===== config.mk =====
export PLATFORM = sky130hd
export DESIGN_NAME = spbb_law
export DESIGN_NICKNAME = d
export VERILOG_FILES = /design/src/hw/rtl/spbb_pkg.sv /design/src/hw/rtl/spbb_law.sv
export SDC_FILE = /design/constraint.sdc
export NUM_CORES = 2
export LEC_CHECK = 0
export ABC_AREA = 1
export BUFFER_PORTS_ARGS = -buffer_cell sky130_fd_sc_hd__buf_2
export CORE_MARGIN = 3
export CORE_UTILIZATION = 30
export DETAILED_ROUTE_END_ITERATION = 6
export GPL_ROUTABILITY_DRIVEN = 1
export PLACE_DENSITY = 0.48
export SYNTH_ARGS = -nofsm -noshare
export SYNTH_HDL_FRONTEND = slang
export SYNTH_SLANG_ARGS = --single-unit

===== constraint.sdc =====
create_clock -name vclk -period 50.9
set_input_delay 5.09 -clock vclk [all_inputs]
set_output_delay 5.09 -clock vclk [all_outputs]
set_load 0.02 [all_outputs]

===== src/hw/rtl/spbb_pkg.sv =====
// Types and constants of the speed PID core with bang-bang fallback.
`default_nettype none
package spbb_pkg;

	// Configuration register indexes.
	typedef enum logic [2:0] {
		REG_PROPORTIONAL_GAIN    = 3'd0,
		REG_INTEGRAL_GAIN        = 3'd1,
		REG_DERIVATIVE_GAIN      = 3'd2,
		REG_FORWARD_FAULT_DRIVE  = 3'd3,
		REG_BACKWARD_FAULT_DRIVE = 3'd4
	} reg_idx_t;

	localparam int unsigned CFG_INDEX_W = 3;
	localparam int unsigned CFG_DATA_W  = 16;

	// Reset value of both fault drive magnitudes.
	localparam logic [13:0] FAULT_DRIVE_RESET = 14'd2000;

	// Limits of the control law.
	localparam logic signed [15:0] TARGET_LIMIT     = 16'sd1500;
	localparam logic signed [11:0] FAULT_DEADBAND   = 12'sd100;
	localparam logic signed [26:0] INTEGRATOR_LIMIT = 27'sd4000;
	localparam logic signed [27:0] DTERM_LIMIT      = 28'sd7000;
	localparam logic signed [27:0] DRIVE_LIMIT      = 28'sd15000;

	// Configuration registers as seen by the control law.
	typedef struct packed {
		logic [15:0] kp;
		logic [15:0] ki;
		logic [15:0] kd;
		logic [13:0] forward_fault_drive;
		logic [13:0] backward_fault_drive;
	} cfg_t;

	// Controller state carried from one item to the next.
	typedef struct packed {
		logic signed [13:0] integrator;
		logic signed [16:0] previous_error;
		logic               previous_error_valid;
	} state_t;

	// One input item.
	typedef struct packed {
		logic               mode;
		logic signed [15:0] target_speed;
		logic signed [14:0] measured_speed;
		logic               feedback_fault;
	} item_t;

	// One result item.
	typedef struct packed {
		logic signed [14:0] drive;
		logic               drive_saturated;
	} result_t;

endpackage
`default_nettype wire


===== src/hw/rtl/spbb_law.sv =====
// Control law of the speed PID core: one item's terms, clamps and next state.
`default_nettype none
module spbb_law
	import spbb_pkg::*;
(
	input  wire item_t  item,
	input  wire cfg_t   cfg,
	input  wire state_t st,
	output result_t     res,
	output state_t      st_next
);

	logic signed [11:0] target_c;
	logic signed [16:0] err;
	logic signed [33:0] p_prod;
	logic signed [33:0] i_prod;
	logic signed [17:0] diff;
	logic signed [34:0] d_prod;
	logic signed [25:0] p_scaled;
	logic signed [25:0] i_scaled;
	logic signed [26:0] d_scaled;
	logic signed [26:0] i_sum;
	logic signed [13:0] integ_upd;
	logic signed [27:0] d_neg;
	logic signed [13:0] d_term;
	logic signed [27:0] sum_normal;
	logic signed [27:0] sum_fault;
	logic signed [27:0] sum;

	// Target clamp and error.
	always_comb begin
		if (item.target_speed > TARGET_LIMIT) begin
			target_c = 12'(TARGET_LIMIT);
		end else if (item.target_speed < -TARGET_LIMIT) begin
			target_c = 12'(-TARGET_LIMIT);
		end else begin
			target_c = item.target_speed[11:0];
		end
		err = 17'(target_c) - 17'(item.measured_speed);
	end

	// The three gain products, each scaled by 1/256 rounding toward minus infinity.
	always_comb begin
		p_prod   = err * $signed({1'b0, cfg.kp});
		i_prod   = err * $signed({1'b0, cfg.ki});
		diff     = 18'(err) - 18'(st.previous_error);
		d_prod   = diff * $signed({1'b0, cfg.kd});
		p_scaled = $signed(p_prod[33:8]);
		i_scaled = $signed(i_prod[33:8]);
		d_scaled = $signed(d_prod[34:8]);
	end

	// Integrator update with its clamp.
	always_comb begin
		i_sum = 27'(st.integrator) + 27'(i_scaled);
		if (i_sum > INTEGRATOR_LIMIT) begin
			integ_upd = 14'(INTEGRATOR_LIMIT);
		end else if (i_sum < -INTEGRATOR_LIMIT) begin
			integ_upd = 14'(-INTEGRATOR_LIMIT);
		end else begin
			integ_upd = i_sum[13:0];
		end
	end

	// Derivative term, skipped when the previous error is not valid.
	always_comb begin
		d_neg = -28'(d_scaled);
		if (!st.previous_error_valid) begin
			d_term = '0;
		end else if (d_neg > DTERM_LIMIT) begin
			d_term = 14'(DTERM_LIMIT);
		end else if (d_neg < -DTERM_LIMIT) begin
			d_term = 14'(-DTERM_LIMIT);
		end else begin
			d_term = d_neg[13:0];
		end
	end

	// Drive before the output clamp, for normal and faulty feedback.
	always_comb begin
		sum_normal = -28'(p_scaled) - 28'(integ_upd) + 28'(d_term);
		if (target_c > FAULT_DEADBAND) begin
			sum_fault = -28'({1'b0, cfg.forward_fault_drive});
		end else if (target_c < -FAULT_DEADBAND) begin
			sum_fault = 28'({1'b0, cfg.backward_fault_drive});
		end else begin
			sum_fault = '0;
		end
		sum = item.feedback_fault ? sum_fault : sum_normal;
	end

	// Output clamp and saturation flag.
	always_comb begin
		res.drive_saturated = (sum > DRIVE_LIMIT) || (sum < -DRIVE_LIMIT);
		if (sum > DRIVE_LIMIT) begin
			res.drive = 15'(DRIVE_LIMIT);
		end else if (sum < -DRIVE_LIMIT) begin
			res.drive = 15'(-DRIVE_LIMIT);
		end else begin
			res.drive = sum[14:0];
		end
	end

	// Next state for a clear item, a faulty-feedback step or a normal step.
	always_comb begin
		st_next = st;
		if (item.mode) begin
			st_next.integrator = '0;
		end else if (item.feedback_fault) begin
			st_next.previous_error       = '0;
			st_next.previous_error_valid = 1'b0;
		end else begin
			st_next.integrator           = integ_upd;
			st_next.previous_error       = err;
			st_next.previous_error_valid = 1'b1;
		end
	end

endmodule
`default_nettype wire


Word level (Yosys, flattened, before mapping). Cells that the tools add are included. W data, S select, Z words.

Output and inout bits: 48. Input port bits: 141. Register bits after elaboration: 0.

Order comparisons: 10. Add/sub/neg operators: 8. Muxes and demuxes: 16. Multiply operators: 3. Reductions and logical operators: 1.

Operator list (count): $mux W14 (8); $mul A16 B17 Y33 (2); $mux W28 (2); $mux W18 (2); $mul A18 B17 Y35 (1); $mux W15 (2); $add A28 B14 Y28 (1); $gt A28 B14 Y1 const B (1); $gt A28 B15 Y1 const B (1); $lt A28 B14 Y1 const B (1); $lt A28 B15 Y1 const B (1); $neg A14 Y28 (1); $neg A25 Y28 (1); $neg A27 Y28 (1); $sub A28 B14 Y28 (1); $add A14 B25 Y26 (1); $gt A26 B13 Y1 const B (1); $lt A26 B13 Y1 const B (1); $mux W12 (2); $sub A16 B17 Y18 (1); $gt A16 B12 Y1 const B (1); $lt A16 B12 Y1 const B (1); $sub A12 B15 Y16 (1); $gt A12 B8 Y1 const B (1); 2 further kinds (2).

Depth between registers and ports, before layout.
Depth in word-level cells: 16. Mapped depth: 112.

Worst setup path before layout. No wires, ideal clock.

Path kind: input to output. From: input port item[16] (netlist name). To: output port res[10] (netlist name). Cell stages on the path: 105. Arrival time: 19.973 ns. Slack: 25.837 ns. Path through: nor2_1 -> nor3_1 -> o21ai_0 -> inv_1 -> nor2_1 -> o21ai_0 -> o21ai_0 -> buf_2 -> nand3_1 -> ha_1 -> nand2_1 -> nor2_1 -> a211oi_1 -> or2_2 -> nand2_1 -> a21oi_1 -> or2_2 -> nand2_1 -> (+69 left out) -> inv_1 -> nand2_1 -> inv_1 -> a21oi_1 -> xnor2_1 -> nand2_1 -> o21ai_0 -> nand2_1 -> inv_1 -> nand2_1 -> nor2_1 -> nand3_1 -> nor2_1 -> nand2_1 -> nand2_2 -> buf_6 -> nand2_1 -> nand2_1.

RTL lines: from (decl) (line spbb_law.sv:6) `input wire item_t item,`; to (decl) (line spbb_law.sv:9) `output result_t res,`.

==> results.md <==
* Commonest non-fill, non-tap cells in the layout: inv_1, nand2_1, fa_1
* Wire length of the first global-routing pass at 198 mm
* DRT iter0 DRCs at 1987
* Max-cap violations at 0
* Vias in the first global route at ~33000
* Hold Path Class: in -> out
* Worst setup margin at 22.99 ns
* Largest net degree at the start of global routing at 50
* GRT Residual Overflow at 0
* Final period util at 54.8%
* Cell Area, Synth at 36100 sq um
* Vias/cell at 4.71
* Register area share after synthesis at 0%
* Syn avg cell area at 7.12 sq um
* Total number of yosys warnings at 0
* Die Y at 353 microns
* P&R area growth vs syn at 7.54%
* Slew @ Worst Pin at just over 1 ns
* Min-delay src: item[32]
* Initial DRT Pass Iterations at 6
* Resized cells post-CTS at 0
* Clkbuf count at 0
* Worst Path Buf+Inv at 15
* Residual DRC at 0
* # fillers at 13100
* Crit path arrival time at between 20 and 25 ns
* Worst hold margin at 10.53 ns
* Slew Limit Headroom at 31.7%
* WHS Endpoint: st_next[1]
* Most common cell after layout, fill and taps aside: inv_1
* Rows at 126
* Vias at 31800
* Syn Inst Count at 5063
* Die area at 124000 sq um
* Dpl cell area at 38800 sq um
* Core footprint at 119000 sq um
* Critical path startpoint category: input port
* Dpl ws at 23.30 ns
* Final net count at ~6400
* Storage element area at 0 sq um
* Post-route ant nets at 0
* Final Max Tran Viols at 0
* Buffers on Ports at 189
* Run status: finished clean
* Setup CP Type: in -> out
* Gpl congestion at 0.923
* Chip Width at 353 microns
* Most used cell, CP: nand2_1
* Worst EP required at ~46 ns
* Post-synthesis net count at 6313
* Post-detailed-routing wire length at 129 mm
* # hold bufs at CTS at 0
* # setup viols final at 0
* Tot GR Track Use at between 20 and 25%
* Starting Density at a little under a third
* I/O Pins at roughly 190
* FFs & Latches at 0
* Slowest-stage cell, CP: fa_1
* Yosys cell types at 60
* Top delay family on crit path: simple AND/OR/NAND/NOR gates
* CP endpoint kind: primary output
* Post-CTS Setup Bufs at 0
* Post-DR wirelength/cell at 19.0 microns
* Worst Path Max Fanout at 15
* Initial antenna violation count at 6
* Hold violation count in the final report at 0
* Crit path largest cell delay at 0.83 ns
* RSZ-0062 raised after global routing: false
* Final setup TNS at 0 ns
* FMAX at 35.8 MHz
* Minimum clock period at 27.91 ns
* Detail Placement HPWL at 111 mm
* Fin area at 38800 sq um
* Layout cells sized above 1 at 6.95%
* Hold path cells at 4
-- per-stage QoR --
stage | instances | utilization, %
2_1_floorplan | 5063 | -
6_report | 6764 | 32.7
3_5_place_dp | 6763 | 32.7
5_1_grt | 6764 | 32.7
4_1_cts | 6763 | 32.7
3_3_place_gp | 6763 | 32.7
-- cell usage after synthesis (4+ instances only) --
cell	n	area share, %
clkbuf_1	110	1.1
or2_2	35	0.61
nor2_4	4	0.12
nor2_2	19	0.33
o21ai_0	94	1.3
buf_2	5	0.069
buf_1	4	0.042
clkinv_1	27	0.28
o211ai_1	13	0.27
o22ai_1	15	0.26
inv_2	31	0.32
ha_1	410	14
xnor2_1	32	0.78
nand4_1	40	0.69
and2_1	6	0.10
o21ai_1	8	0.11
inv_1	1296	13
a21o_1	9	0.19
nand3b_1	12	0.25
fa_1	699	39
and3_1	4	0.069
nand3_1	154	2.1
nand3_2	9	0.25
o21bai_1	18	0.37
a31oi_1	10	0.17
nor4_1	5	0.087
nor3_1	27	0.37
xor2_1	76	1.8
a21oi_1	188	2.6
nand2_2	18	0.31
nand2_1	1190	12
nor2_1	443	4.6
-- area by class of cell --
type               instances  area, sq um  share of cell area, %
inverters               1354         5080                   13.1
multi-input cells       3588        30500                   78.7
well taps               1600         2000                   5.16
diodes                     1         2.50                0.00645
repair buffers           221         1190                   3.06
-- cells by family after synthesis --
kind of cell               after synthesis  share of synthesized area (%)
AOI/OAI and AO/OA                      389                           6.11
xor gates and xnor gates               108                           2.62
adders and majority gates             1109                           53.0
buffers and inverters                 1475                           15.4
and+or+nand+nor                       1982                           22.8
-- worst max path at each step --
stage	startpoint	endpoint	slack [ns]	depth (start not counted)
3_3_place_gp	item[21]	res[3]	23.25	97
5_1_grt	item[16]	res[1]	21.19	100
2_1_floorplan	item[16]	res[10]	25.84	105
3_5_place_dp	item[21]	res[1]	23.30	101
4_1_cts	item[16]	res[1]	23.22	104
6_report	item[16]	res[1]	22.99	94
-- metal layers --
layer | vias up | global-route usage (%) | routed length [microns]
met5 | - | 0 | 61
li1 | 15200 | - | -
met1 | 15700 | 27.8 | 57200
met2 | 807 | 34.6 | 59400
met4 | 8 | 5.44 | 4260
met3 | 140 | 3.02 | 7580
Power is left out: the tool's default activity adds up to more than one toggle a clock period on the data nets, which glitch-free logic cannot reach.
